===== config.mk =====
export PLATFORM = sky130hd
export DESIGN_NAME = rtcp_nack_list_builder_unit
export DESIGN_NICKNAME = d
export VERILOG_FILES = /design/src/rtl/core/rnlb_pkg.sv /design/src/rtl/core/rnlb_entry_ram.sv /design/src/rtl/core/rtcp_nack_list_builder_unit.sv
export SDC_FILE = /design/constraint.sdc
export NUM_CORES = 1
export LEC_CHECK = 0
export BUFFER_PORTS_ARGS = -buffer_cell sky130_fd_sc_hd__buf_4
export CAP_MARGIN = 15
export CORE_MARGIN = 2
export CORE_UTILIZATION = 55
export DETAILED_ROUTE_END_ITERATION = 10
export GPL_ROUTABILITY_DRIVEN = 0
export PLACE_DENSITY = 0.81
export SLEW_MARGIN = 20
export SYNTH_ARGS = -nofsm -noshare
export SYNTH_HDL_FRONTEND = slang
export SYNTH_SLANG_ARGS = --single-unit

===== constraint.sdc =====
create_clock -name clk -period 7.4 [get_ports clk]
set_clock_uncertainty 0.2 [all_clocks]
set_input_delay 0 -clock clk [delete_from_list [all_inputs] [get_ports clk]]
set_output_delay 0 -clock clk [all_outputs]
set_load 0.01 [all_outputs]

===== src/rtl/core/rnlb_pkg.sv =====
// Package for the NACK list builder: types, codes and sizing constants.
// No dependencies; used by rnlb_entry_ram and rtcp_nack_list_builder_unit.
package rnlb_pkg;

	localparam int MAX_ENTRIES = 16;
	localparam int IDX_W       = (MAX_ENTRIES > 1) ? $clog2(MAX_ENTRIES) : 1;
	localparam int CNT_W       = $clog2(MAX_ENTRIES + 1);
	localparam int SEQ_W       = 16;
	localparam int MASK_W      = 16;
	localparam int WORD_W      = 32;
	localparam int TB_W        = 7;
	localparam int CFG_IDX_W   = 1;
	localparam int HDR_BYTES   = 12;
	localparam int SSRC_WORDS  = 2;

	localparam logic [WORD_W-1:0] HDR_BASE = 32'h81CD_0000;

	localparam logic OP_APPEND = 1'b0;
	localparam logic OP_BUILD  = 1'b1;

	localparam logic KIND_STATUS = 1'b0;
	localparam logic KIND_WORD   = 1'b1;

	localparam logic [CFG_IDX_W-1:0] REG_REPORTER_SSRC = 1'b0;
	localparam logic [CFG_IDX_W-1:0] REG_MEDIA_SSRC    = 1'b1;

	typedef struct packed {
		logic             op;
		logic [SEQ_W-1:0] seq_number;
	} in_item_t;

	typedef struct packed {
		logic              kind;
		logic              accepted;
		logic [WORD_W-1:0] packet_word;
		logic [TB_W-1:0]   total_bytes;
		logic              last;
	} out_item_t;

	typedef struct packed {
		logic [SEQ_W-1:0]  id;
		logic [MASK_W-1:0] mask;
	} entry_t;

	typedef struct packed {
		logic             en;
		logic [IDX_W-1:0] addr;
		entry_t           data;
	} ram_wr_t;

	typedef struct packed {
		logic             en;
		logic [IDX_W-1:0] addr;
	} ram_rd_t;

	typedef enum logic [2:0] {
		ST_IDLE,
		ST_SCAN,
		ST_ADD,
		ST_RESP,
		ST_HDR,
		ST_SSRC_R,
		ST_SSRC_M,
		ST_ENTRY
	} state_e;

endpackage


===== src/rtl/core/rnlb_entry_ram.sv =====
// Entry table: one write port, one read port, registered read data.
// Depends on rnlb_pkg for the entry layout and port structs.
module rnlb_entry_ram
	import rnlb_pkg::*;
(
	input  logic    clk,
	input  ram_wr_t wr,
	input  ram_rd_t rd,
	output entry_t  rd_data
);

	entry_t mem [MAX_ENTRIES];
	entry_t rd_data_q;

	always_ff @(posedge clk) begin
		if (wr.en) begin
			mem[wr.addr] <= wr.data;
		end
	end

	always_ff @(posedge clk) begin
		if (rd.en) begin
			rd_data_q <= mem[rd.addr];
		end
	end

	assign rd_data = rd_data_q;

endmodule


===== src/rtl/core/rtcp_nack_list_builder_unit.sv =====
// channel | dir | handshake            | payload
// in      | in  | in_valid / in_stall   | in_item  (op, seq_number)
// out     | out | out_valid / out_stall | out_item (kind, accepted, packet_word, total_bytes, last)
// cfg     | in  | cfg_valid / cfg_ready | cfg_index, cfg_data
//
// One item at a time. An append reads one entry per cycle from the entry RAM,
// in order until an entry equals or absorbs the number; if none does, it opens
// an entry or is rejected. A build sends 3 + count words, one per cycle while out_stall
// is low. The registered read data of the entry RAM sets the scan pace.
// Reset clears count, config and control; entries beyond the count are never read.
// An output register holds a result under out_stall; the sequencer waits on it.
// Depends on rnlb_pkg and rnlb_entry_ram.
module rtcp_nack_list_builder_unit
	import rnlb_pkg::*;
(
	input  logic                 clk,
	input  logic                 arst_n,
	input  logic                 in_valid,
	output logic                 in_stall,
	input  in_item_t             in_item,
	output logic                 out_valid,
	input  logic                 out_stall,
	output out_item_t            out_item,
	input  logic                 cfg_valid,
	output logic                 cfg_ready,
	input  logic [CFG_IDX_W-1:0] cfg_index,
	input  logic [WORD_W-1:0]    cfg_data
);

	state_e state_q, state_nxt;

	logic [WORD_W-1:0] reporter_ssrc_q, media_ssrc_q;
	logic [CNT_W-1:0]  cnt_q, cnt_nxt;
	logic [IDX_W-1:0]  idx_q, idx_nxt;
	logic [SEQ_W-1:0]  seq_q;
	logic              acc_q, acc_nxt;

	logic      out_valid_q;
	out_item_t out_item_q;
	logic      emit;
	out_item_t emit_item;
	logic      out_free;

	ram_wr_t ram_wr;
	ram_rd_t ram_rd;
	entry_t  rd_data;

	logic              in_fire;
	logic              hit_eq, hit_rng, idx_last;
	logic [SEQ_W:0]    id_top;
	logic [SEQ_W-1:0]  diff;
	logic [31:0]       bytes_full;
	logic [TB_W-1:0]   total_bytes;
	logic [SEQ_W-1:0]  hdr_len;

	rnlb_entry_ram u_ram (
		.clk     (clk),
		.wr      (ram_wr),
		.rd      (ram_rd),
		.rd_data (rd_data)
	);

	assign cfg_ready = 1'b1;
	assign in_stall  = (state_q != ST_IDLE);
	assign in_fire   = in_valid && !in_stall;
	assign out_free  = !out_valid_q || !out_stall;

	// plain unsigned compares, no 16-bit wrap
	assign id_top   = {1'b0, rd_data.id} + (SEQ_W+1)'(16);
	assign hit_eq   = (seq_q == rd_data.id);
	assign hit_rng  = (seq_q > rd_data.id) && ({1'b0, seq_q} <= id_top);
	assign diff     = seq_q - rd_data.id - SEQ_W'(1);
	assign idx_last = (CNT_W'(idx_q) + CNT_W'(1) == cnt_q);

	assign bytes_full  = 32'(HDR_BYTES) + (32'(cnt_q) << 2);
	assign total_bytes = bytes_full[TB_W-1:0];
	assign hdr_len     = SEQ_W'(SSRC_WORDS) + SEQ_W'(cnt_q);

	always_comb begin
		state_nxt = state_q;
		cnt_nxt   = cnt_q;
		idx_nxt   = idx_q;
		acc_nxt   = acc_q;
		emit      = 1'b0;
		emit_item = '0;
		ram_wr    = '0;
		ram_rd    = '0;
		case (state_q)
			ST_IDLE: begin
				if (in_fire) begin
					idx_nxt = '0;
					if (in_item.op == OP_BUILD) begin
						state_nxt = ST_HDR;
					end else if (cnt_q == '0) begin
						state_nxt = ST_ADD;
					end else begin
						ram_rd.en   = 1'b1;
						ram_rd.addr = '0;
						state_nxt   = ST_SCAN;
					end
				end
			end
			ST_SCAN: begin
				if (hit_eq) begin
					acc_nxt   = 1'b1;
					state_nxt = ST_RESP;
				end else if (hit_rng) begin
					ram_wr.en        = 1'b1;
					ram_wr.addr      = idx_q;
					ram_wr.data.id   = rd_data.id;
					ram_wr.data.mask = rd_data.mask | (MASK_W'(1) << diff[3:0]);
					acc_nxt          = 1'b1;
					state_nxt        = ST_RESP;
				end else if (idx_last) begin
					state_nxt = ST_ADD;
				end else begin
					idx_nxt     = idx_q + IDX_W'(1);
					ram_rd.en   = 1'b1;
					ram_rd.addr = idx_nxt;
				end
			end
			ST_ADD: begin
				// a slot may still hold stale data, so write it whole with a zero mask
				if (cnt_q < CNT_W'(MAX_ENTRIES)) begin
					ram_wr.en        = 1'b1;
					ram_wr.addr      = cnt_q[IDX_W-1:0];
					ram_wr.data.id   = seq_q;
					ram_wr.data.mask = '0;
					cnt_nxt          = cnt_q + CNT_W'(1);
					acc_nxt          = 1'b1;
				end else begin
					acc_nxt = 1'b0;
				end
				state_nxt = ST_RESP;
			end
			ST_RESP: begin
				if (out_free) begin
					emit               = 1'b1;
					emit_item.kind     = KIND_STATUS;
					emit_item.accepted = acc_q;
					emit_item.last     = 1'b1;
					state_nxt          = ST_IDLE;
				end
			end
			ST_HDR: begin
				if (out_free) begin
					emit                  = 1'b1;
					emit_item.kind        = KIND_WORD;
					emit_item.packet_word = HDR_BASE | {16'h0, hdr_len};
					emit_item.total_bytes = total_bytes;
					state_nxt             = ST_SSRC_R;
				end
			end
			ST_SSRC_R: begin
				if (out_free) begin
					emit                  = 1'b1;
					emit_item.kind        = KIND_WORD;
					emit_item.packet_word = reporter_ssrc_q;
					emit_item.total_bytes = total_bytes;
					state_nxt             = ST_SSRC_M;
				end
			end
			ST_SSRC_M: begin
				if (out_free) begin
					emit                  = 1'b1;
					emit_item.kind        = KIND_WORD;
					emit_item.packet_word = media_ssrc_q;
					emit_item.total_bytes = total_bytes;
					emit_item.last        = (cnt_q == '0);
					if (cnt_q == '0) begin
						state_nxt = ST_IDLE;
					end else begin
						ram_rd.en   = 1'b1;
						ram_rd.addr = '0;
						idx_nxt     = '0;
						state_nxt   = ST_ENTRY;
					end
				end
			end
			ST_ENTRY: begin
				// rd_data only reloads on a read, so it holds under a stall
				if (out_free) begin
					emit                  = 1'b1;
					emit_item.kind        = KIND_WORD;
					emit_item.packet_word = {rd_data.id, rd_data.mask};
					emit_item.total_bytes = total_bytes;
					emit_item.last        = idx_last;
					if (idx_last) begin
						state_nxt = ST_IDLE;
					end else begin
						idx_nxt     = idx_q + IDX_W'(1);
						ram_rd.en   = 1'b1;
						ram_rd.addr = idx_nxt;
					end
				end
			end
			default: begin
				state_nxt = ST_IDLE;
			end
		endcase
	end

	always_ff @(posedge clk or negedge arst_n) begin
		if (!arst_n) begin
			state_q <= ST_IDLE;
			cnt_q   <= '0;
			idx_q   <= '0;
			acc_q   <= 1'b0;
		end else begin
			state_q <= state_nxt;
			cnt_q   <= cnt_nxt;
			idx_q   <= idx_nxt;
			acc_q   <= acc_nxt;
		end
	end

	always_ff @(posedge clk) begin
		if (in_fire) begin
			seq_q <= in_item.seq_number;
		end
	end

	always_ff @(posedge clk or negedge arst_n) begin
		if (!arst_n) begin
			reporter_ssrc_q <= '0;
			media_ssrc_q    <= '0;
		end else if (cfg_valid && cfg_ready) begin
			case (cfg_index)
				REG_REPORTER_SSRC: reporter_ssrc_q <= cfg_data;
				REG_MEDIA_SSRC:    media_ssrc_q    <= cfg_data;
				default: begin
				end
			endcase
		end
	end

	always_ff @(posedge clk or negedge arst_n) begin
		if (!arst_n) begin
			out_valid_q <= 1'b0;
		end else if (emit) begin
			out_valid_q <= 1'b1;
		end else if (!out_stall) begin
			out_valid_q <= 1'b0;
		end
	end

	always_ff @(posedge clk) begin
		if (emit) begin
			out_item_q <= emit_item;
		end
	end

	assign out_valid = out_valid_q;
	assign out_item  = out_item_q;

`ifndef SYNTHESIS
	a_cnt_range: assert property (@(posedge clk) disable iff (!arst_n)
		cnt_q <= CNT_W'(MAX_ENTRIES))
		else $error("entry count above table size");

	a_cnt_step: assert property (@(posedge clk) disable iff (!arst_n)
		(cnt_q != $past(cnt_q)) |-> (cnt_q == $past(cnt_q) + CNT_W'(1)))
		else $error("entry count moved by other than one");

	a_no_rw_overlap: assert property (@(posedge clk) disable iff (!arst_n)
		!(ram_wr.en && ram_rd.en))
		else $error("entry RAM read and write in the same cycle");

	a_emit_slot: assert property (@(posedge clk) disable iff (!arst_n)
		emit |-> out_free)
		else $error("result loaded over an unread output item");
`endif

endmodule


* Yosys cells after proc, flatten, opt, wreduce, memory -nomap -nowiden *
Memory sizes are Yosys's and may differ from the RTL's. A register that Yosys moved wholly into a read port is not among the register bits.
Index checks and enable logic that the tools add are counted.

cells by class
  bitwise logic cells = 2
  magnitude comparators = 3
  reductions and logical operators = 20
  add/sub/neg operators = 8
  shift-type cells = 1
  eq/ne operators = 22
  multiplexer cells = 52

operators by type and width
  cell                     number
  $pmux W39 S4             1
  $mux W37                 3
  $mux W40                 2
  $mux W39                 2
  $pmux W37 S2             1
  $mux W5                  8
  $mux W3                  12
  $mux W4                  7
  $pmux W3 S8              1
  $ne A2 B2 Y1 const B     10
  $pmux W5 S4              1
  $add A16 B5 Y17 const B  1
  $le A16 B17 Y1           1
  $eq A16 B16 Y1           1
  $gt A16 B16 Y1           1
  $or A16 B16 Y16          1
  $pmux W4 S4              1
  $shl A1 B4 Y16 const A   1
  $eq A3 B3 Y1 const B     4
  $reduce_and A2 Y1        5
  $mux W1                  9
  $reduce_and A8 Y1        1
  $add A4 B7 Y7 const A    1
  $reduce_and A7 Y1        1
  27 further kinds         32

storage, ports and cells
  RAM bits = 512
  logic and storage cells = 122
  output and inout bits = 45
  memories kept = 1
  input bits = 55
  bits in registers = 136

memories
  memory     depth  width  rd ports  clocked after memory_dff  write ports  line                  RTL
  u_ram.mem  16     32     1         1                         1            rnlb_entry_ram.sv:12  entry_t mem [MAX_ENTRIES];

* Logic depth before layout (Yosys ltp) *
Gate-level depths: netlist (run 1).

  word-level depth = 9
  gate-level depth with buffers = 15
  gate-level depth less buffers = 13

* Modules after synthesis *
From an unflattened synthesis (run 1), not the netlist that was laid out.

unflattened totals
  cells, all modules = 1505
  area total of the unflattened synthesis = 27621.5 um^2

modules (own cells, without submodules)
  module                       cells each  sequential area each (um^2)  area each (um^2)  times used
  rnlb_entry_ram               838         16335.7                      20155.6           1
  rtcp_nack_list_builder_unit  667         3633.5                       7465.9            1

* Least setup slack after synthesis (run 1) *
Ideal clock, no wire load.

  path kind = flip-flop to flip-flop
  start point = reg u_ram.rd_data[22] (netlist name)
  end point = mem u_ram.mem[10][0] (netlist name), enable pin
  clock period less this slack = 4.973 ns
  path buffers = 0
  slack = 2.427 ns
  required time = 6.768 ns
  data arrival time = 4.341 ns
  stages on the path, launching flop included = 13
  setup time = 0.432 ns
  cells stage by stage = edfxtp_1 nand3_1 nor4_1 nand3_1 xnor2_1 ha_1 nand3_1 nor4_1 a32oi_1 a211oi_2 nand2_1 o32a_1 a21oi_1

on the way
  longest elaborated chain between the ends = 8
  elaborated cells between the ends (all ways) = 10
  those cells by class = 1 x add/sub; 2 x order compare; 1 x eq/ne; 5 x mux; 1 x reduce/logical

RTL lines
  item                           line                                RTL
  $add A16 B5 Y17                rtcp_nack_list_builder_unit.sv:69   assign id_top = {1'b0, rd_data.id} + (SEQ_W+1)'(16);
  $le A16 B17 Y1                 rtcp_nack_list_builder_unit.sv:71   assign hit_rng = (seq_q > rd_data.id) && ({1'b0, seq_q} <= id_top);
  $logic_and A1 B1 Y1            rtcp_nack_list_builder_unit.sv:71
  $mux W37                       rtcp_nack_list_builder_unit.sv:107  end else if (hit_rng) begin
  $mux W37 *                     rtcp_nack_list_builder_unit.sv:104  if (hit_eq) begin
  $pmux W37 S2 *                 rtcp_nack_list_builder_unit.sv:88   case (state_q)
  $mux W1                        rnlb_entry_ram.sv:16                if (wr.en) begin
  $mux W1 (not written as such)  rnlb_entry_ram.sv:17                mem[wr.addr] <= wr.data;
  end, declared                  rnlb_entry_ram.sv:12

Every way passes the cells marked *; elsewhere a longest branch is shown, timed or not.

* Worst setup path in the final report (run 1) *
  start point = reg u_ram.rd_data[20] (netlist name)
  end point = reg u_ram.rd_data[24] (netlist name)

on the way
  longest elaborated chain between the ends = 6
  elaborated cells between the ends (all ways) = 8
  those cells by class = 1 x add/sub; 2 x order compare; 1 x eq/ne; 3 x mux; 1 x reduce/logical

RTL lines
  item                 line
  $add A16 B5 Y17      rtcp_nack_list_builder_unit.sv:69
  $le A16 B17 Y1       rtcp_nack_list_builder_unit.sv:71
  $logic_and A1 B1 Y1  rtcp_nack_list_builder_unit.sv:71
  $mux W5              rtcp_nack_list_builder_unit.sv:107
  $mux W5 *            rtcp_nack_list_builder_unit.sv:104
  $pmux W5 S4 *        rtcp_nack_list_builder_unit.sv:88

Marked as above.
A chain may end at the register's enable or synchronous reset.

==> impl_metrics.py, run 1 <==
metrics = {
    "outcome": {
        "status": "finished, final reports clean",
    },
    "layout": {
        "nFillCells": 3376,
        "nets": 2214,
        "stdcell_count": 2861,
        "drive_gt1_share_pct": 20.68,
        "areaGrowthSynthToFinish_pct": 17.13,
    },
    "timing": {
        "min_period_over_period_pct": 71.31,
        "hold_viol_final": 0,
        "setup_viol": 0,
        "maxSlewViolCount": 0,
        "tns_ps": 0,
        "hold_ws_ps": 19.41,
        "worst_slew_pin_slew_ps": 1180,
        "max_slew_margin_pct": 21.03,
        "rsz0062_at_grt": "false",
        "fmax_mhz": 189.5,
        "period_minus_slack_ps": 5277,
        "setup_ws_ps": 2123,
    },
    "route": {
        "totalWireLength_um": 76610,
        "drc_errors": 0,
        "drtPass1Iterations": 9,
        "antenna_left": 0,
        "via_per_inst": 6.543,
        "drt-initial-drc-count": 2718,
        "wl_per_cell_um": 26.78,
        "dr_total_vias": 18719,
    },
    "synthesis": {
        "yosysSeqAreaShare_pct": 69.07,
        "synth_largest_area_cell": "edfxtp_1",
        "synth_commonest_cells": "edfxtp_1, nor2_1, nand2_1, mux2_2, dfrtp_1",
        "synthCells": 1924,
        "ys.flop_type": "edfxtp_1",
        "synth_top_family_by_area": "multiplexers",
        "synth_fa_ha_area_share_pct": 1.627,
        "synth.mux.area_fraction_pct": 10.17,
        "synth_area_leaders": "edfxtp_1, dfrtp_1, mux4_2",
        "yosys_warnings": 0,
        "synthArstFlopShare_pct": 11.50,
        "yosysMostFrequentCell": "edfxtp_1",
        "synth-simple-area-share_pct": 7.058,
        "synth_compound_area_share_pct": 8.612,
        "synth-edff-count": 600,
        "avgSynthCellArea_sq_um": 15.03,
        "synthesis.area_sq_um": 28910,
        "synth_top_area_share_pct": 62.32,
        "synth-xor-area-share_pct": 0.8482,
        "synth-seq-cells": 678,
        "ys_types": 76,
    },
    "global_routing": {
        "grt_pass1_vias": 18612,
        "grt_max_degree": 83,
        "overflow": 0,
        "antenna_found_initial": 4,
        "grt_pass1_wl_um": 113700,
        "grt_usage_pct": 28.16,
    },
    "clock_tree": {
        "post_cts_buffers": 0,
        "htree_levels": 3,
        "cts_root_buf": "clkbuf_16",
        "path_clk_slew_ps": 60,
        "cts_buffers": 67,
        "insertion_delay_ps": 610,
        "clockBufferDepth": 3,
        "cts_tree": "done",
        "clkSinkCount": 678,
    },
    "setup_path": {
        "cp-start-kind": "register",
        "cp.arrival_ps": 5400,
        "cp-end-kind": "register",
        "critical-path-top-delay-family": "compound AO/OA/AOI/OAI gates",
        "path_common_cell": "nand3_1",
        "max_stage_delay_ps": 830,
        "required_ps": 7520,
        "path_cells": "nand3_1 > nor4_1 > nand3_1 > xnor2_1 > ha_1 > nand3_1 > nor4_1 > a32oi_1 > and2_1 > a22oi_4 > a211oi_4 > buf_4 > and3_1 > o32ai_1",
        "critPathMaxFanout": 30,
        "worstSetupPathType": "reg2reg",
        "worst-path-buf-inv": 1,
        "critPathSlowestCell": "a22oi_4",
    },
    "placement": {
        "placedCellCount": 2634,
        "hpwlAfterDp_um": 45160,
        "pre_cts_slack_ps": 2257,
        "io_buffers": 96,
    },
    "floorplan": {
        "die_area_sq_um": 54420,
        "coreArea_sq_um": 52240,
        "die_y_um": 233.3,
        "initial_core_util_pct": 55.35,
        "fp-row-count": 84,
        "ios": 100,
        "die_x_um": 233.3,
    },
    "min_path": {
        "hp-class": "in2reg",
    },
    "power_and_ir_drop": {
        "ir_drop_mv": 0.3691,
        "powerDensity_nw_per_um2": 418.7,
        "power_leakage_nw": 12.04,
    },
    "flow_run": {
        "cap_violations": 0,
    },
}
[placed cells by master (no fill, tap or decap), types with 10 or more instances in the layout]
master	synthesis	layout
o21ai_0	70	70
clkbuf_16	0	70
xnor2_1	21	19
mux4_2	70	70
a22oi_1	27	27
dlygate4sd3_1	0	99
and3_1	13	13
a211oi_1	50	50
nor2_1	194	176
mux2i_1	43	43
clkinv_1	1	12
a21o_1	19	19
nand2_1	151	151
edfxtp_1	600	600
inv_1	44	44
ha_1	36	35
buf_4	12	142
clkbuf_1	66	18
o22a_1	14	14
nor3_1	39	38
o32ai_1	11	11
a21oi_1	53	50
dfrtp_1	78	77
nand3_1	17	17
nor2_4	0	10
a311oi_1	38	38
mux2_2	83	83
[worst min-delay path, delay by kind of cell]
kind / cells / cell delay [ps]
muxes: 1 / 130
buffers and inverters: 2 / 640
[worst paths after layout]
check | slack (ps) | cells past startpoint | to | startpoint
worst min-delay path | 20 | 3 | media_ssrc_q[31] | cfg_data[31]
worst max-delay path | 2120 | 14 | u_ram.rd_data[24] | u_ram.rd_data[20]
worst min register to register | 300 | 1 | media_ssrc_q[22] | media_ssrc_q[22]
worst max register to register | 2120 | 14 | u_ram.rd_data[24] | u_ram.rd_data[20]
max in group asynchronous | 6330 | 4 | state_q[1] | arst_n
min in group asynchronous | 340 | 4 | media_ssrc_q[1] | arst_n
[cells by family after synthesis]
| kind of cell | Yosys count |
|---|---|
| buf+inv | 168 |
| xor+xnor | 28 |
| fa+ha+maj | 37 |
| simple gates | 464 |
| mux | 196 |
| other cells | 2 |
| flops | 678 |
| compound gates | 351 |
[area by class of cell]
| type | instances | area, sq um | area share, % |
|---|---|---|---|
| Timing Repair Buffer | 251 | 2301 | 6.795 |
| Multi-Input combinational cell | 1079 | 8447 | 24.94 |
| Sequential cell | 678 | 19970 | 58.97 |
| Clock inverter | 29 | 279.0 | 0.8239 |
| Clock buffer | 89 | 1833 | 5.413 |
| Inverter | 45 | 168.9 | 0.4988 |
| Antenna cell | 2 | 5.005 | 0.01478 |
| Tap cell | 688 | 860.8 | 2.542 |
[flip-flops by register name, summed over array words and instances (netlist names)]
signal / flops
acc_q: 1
cnt_q: 5
out_valid: 1
out_item: 40
media_ssrc_q: 32
idx_q: 4
u_ram.rd_data: 32
seq_q: 16
reporter_ssrc_q: 32
u_ram.mem: 512
state_q: 3
[metrics by stage]
stage               power (mW)  util, %  cell area, sq um
global route             14.71    64.82             33860
detailed placement       10.63    58.46             30540
global placement         10.44    58.40             30500
CTS                      14.02    64.45             33670
floorplan                8.922        -             28920
finish                   14.18    64.83             33870
[metal layers]
metal  routed length (um)  global-route usage (%)
met3                10160                   7.947
met5                   36                       0
met2                35860                   43.67
met1                27610                   38.15
met4                 2929                   10.59
[report_power, final]
group | switching (mW) | internal [mW] | total, mW
clock network | 1.43 | 1.89 | 3.32
logic | 3.44 | 1.98 | 5.42
registers | 0.422 | 5.01 | 5.44
total | 5.29 | 8.89 | 14.2
[timing repair]
action,CTS,global route
hold buffers,100,0
resized for setup,0,0
hold endpoints to repair,186,0
Power figures use the tool's default switching activity.
==> run 2: changes to the inputs <==
- clock period: 7.4 -> 4.9 ns (I/O delays scaled with it)
==> run 2 against run 1 <==
Net effect: hold slack lost 0.79 ps; final cell count grew 1.4%; routed wire length grew 3.3%; sequential share of layout area shrank 0.56 points; critical path depth shrank 2; sequential power grew 50%; clock power grew 47%.
==> impl_metrics.py, run 2 (synthesis results as in run 1) <==
metrics = {
    "outcome": {
        "status": "finished, final reports clean",
    },
    "route": {
        "antenna_left": 0,
        "drtPass1Iterations": 6,
        "totalWireLength_um": 79150,
        "wl_per_cell_um": 27.28,
        "dr_total_vias": 18997,
        "via_per_inst": 6.548,
        "drt-initial-drc-count": 2461,
        "drc_errors": 0,
    },
    "setup_path": {
        "critPathMaxFanout": 24,
        "cp-end-kind": "register",
        "cp-start-kind": "register",
        "worstSetupPathType": "reg2reg",
        "required_ps": 4990,
        "cp.arrival_ps": 4660,
        "reg2reg_depth": 12,
    },
    "timing": {
        "min_period_over_period_pct": 93.27,
        "fmax_mhz": 218.8,
        "period_minus_slack_ps": 4570,
        "worst_slew_pin_slew_ps": 1124,
        "setup_viol": 0,
        "hold_viol_final": 0,
        "maxSlewViolCount": 0,
        "max_slew_margin_pct": 24.81,
    },
    "global_routing": {
        "grt_pass1_vias": 19053,
        "antenna_found_initial": 3,
        "grt_max_degree": 103,
        "overflow": 0,
        "grt_pass1_wl_um": 117300,
        "grt_usage_pct": 29.11,
    },
    "floorplan": {
        "coreArea_sq_um": 52240,
        "die_y_um": 233.3,
        "initial_core_util_pct": 55.35,
        "die_x_um": 233.3,
        "ios": 100,
        "die_area_sq_um": 54420,
        "fp-row-count": 84,
    },
    "layout": {
        "nFillCells": 3293,
        "largest_register_ff_count": 512,
        "finalInstanceArea_sq_um": 34190,
        "diodes": 0,
        "nets": 2253,
        "final_common_cell": "edfxtp_1",
        "stdcell_count": 2901,
        "top_register": "u_ram.mem",
        "drive_gt1_share_pct": 21.92,
        "utilization_pct": 65.45,
        "areaGrowthSynthToFinish_pct": 18.25,
        "layout_common_cells": "edfxtp_1, nor2_1, buf_4, nand2_1, dlygate4sd3_1",
    },
    "clock_tree": {
        "htree_levels": 2,
        "clkSinkCount": 678,
        "clockBufferDepth": 3,
        "cts_root_buf": "clkbuf_16",
        "post_cts_buffers": 0,
        "path_clk_slew_ps": 70,
        "cts_buffers": 61,
        "cts_tree": "done",
        "insertion_delay_ps": 660,
    },
    "power_and_ir_drop": {
        "powerDensity_nw_per_um2": 633.8,
        "finalPower_mw": 21.67,
        "power_leakage_nw": 12.22,
        "ir_drop_mv": 0.6826,
    },
    "placement": {
        "io_buffers": 96,
        "hpwlAfterDp_um": 46010,
        "dpl_cell_area_sq_um": 30970,
        "placedCellCount": 2673,
    },
    "min_path": {
        "hold_path_depth": 3,
        "hp-class": "in2reg",
    },
    "flow_run": {
        "cap_violations": 0,
    },
}
run 2: changes by cell type in the layout (fill, tap and decap cells not counted), moves of 4 or more:
cell           change
buf_4             +27
dlygate4sd3_1     +13
buf_12            +12
clkbuf_16          -9
clkbuf_1           -7
buf_16             -6
clkinvlp_4         +5
clkinv_2           +4
nor2_1             +4
nor2_2             -4
run 2: final timing paths:
kind	startpoint	endpoint	slack [ps]
setup / recovery	u_ram.rd_data[20]	u_ram.mem[3][24]	330
hold / removal	cfg_data[25]	media_ssrc_q[25]	20
setup reg to reg	u_ram.rd_data[20]	u_ram.mem[3][24]	330
hold reg to reg	media_ssrc_q[23]	media_ssrc_q[23]	300
max in group asynchronous	arst_n	media_ssrc_q[19]	3880
min in group asynchronous	arst_n	reporter_ssrc_q[6]	260
run 2: final cells by class:
class                      instances  area, sq um  share of cell area, %
sequential                       678        19970                  58.41
multi-input combinational       1079         8437                  24.68
timing repair buffer             296         2698                  7.890
clock buffer                      75         1609                  4.706
tap                              688        860.8                  2.518
clock inverter                    40        445.4                  1.303
inverter                          45        168.9                 0.4941
run 2: report_power, final:
part           switching (mW)  total, mW  internal [mW]
sequential              0.592       8.16           7.57
combinational            5.42       8.63           3.21
clock                    2.15       4.88           2.72
run 2: layer usage:
metal / track usage [%] / routed length (um) / up-vias
met5: 0 / 30 / -
met4: 13.75 / 3711 / 4
met3: 6.909 / 9244 / 273
met2: 46.65 / 37300 / 1407
met1: 37.77 / 28860 / 9423
li1: - / - / 7890
run 2: through the flow:
stage / setup WS [ps] / setup TNS, ps / hold slack, ps
CTS: 160.3 / 0 / 1.765
global placement: 343.6 / 0 / -19.91
global route: -6.663 / -42.23 / 5.520
detailed placement: 136.5 / 0 / -20.44
finish: 329.7 / 0 / 18.62
floorplan: 73.10 / 0 / -495.6
run 2: worst max-delay path, cell delays in order, from the launching register on:
cell and delay, ps:
edfxtp_1 450, nand3_1 190, nor4_1 420, nand3_1 150, xnor2_1 160, ha_1 270, nand3_1 110, nor4_1 400
a32oi_1 180, a211oi_2 590, a31oi_1 470, nor2b_4 220, buf_4 390
run 2: what timing repair did:
action                                  CTS  global route
endpoints found under the setup margin    0           226
gates resized for setup                   0             3
endpoints found under the hold margin   220             0
hold buffers                            113             0
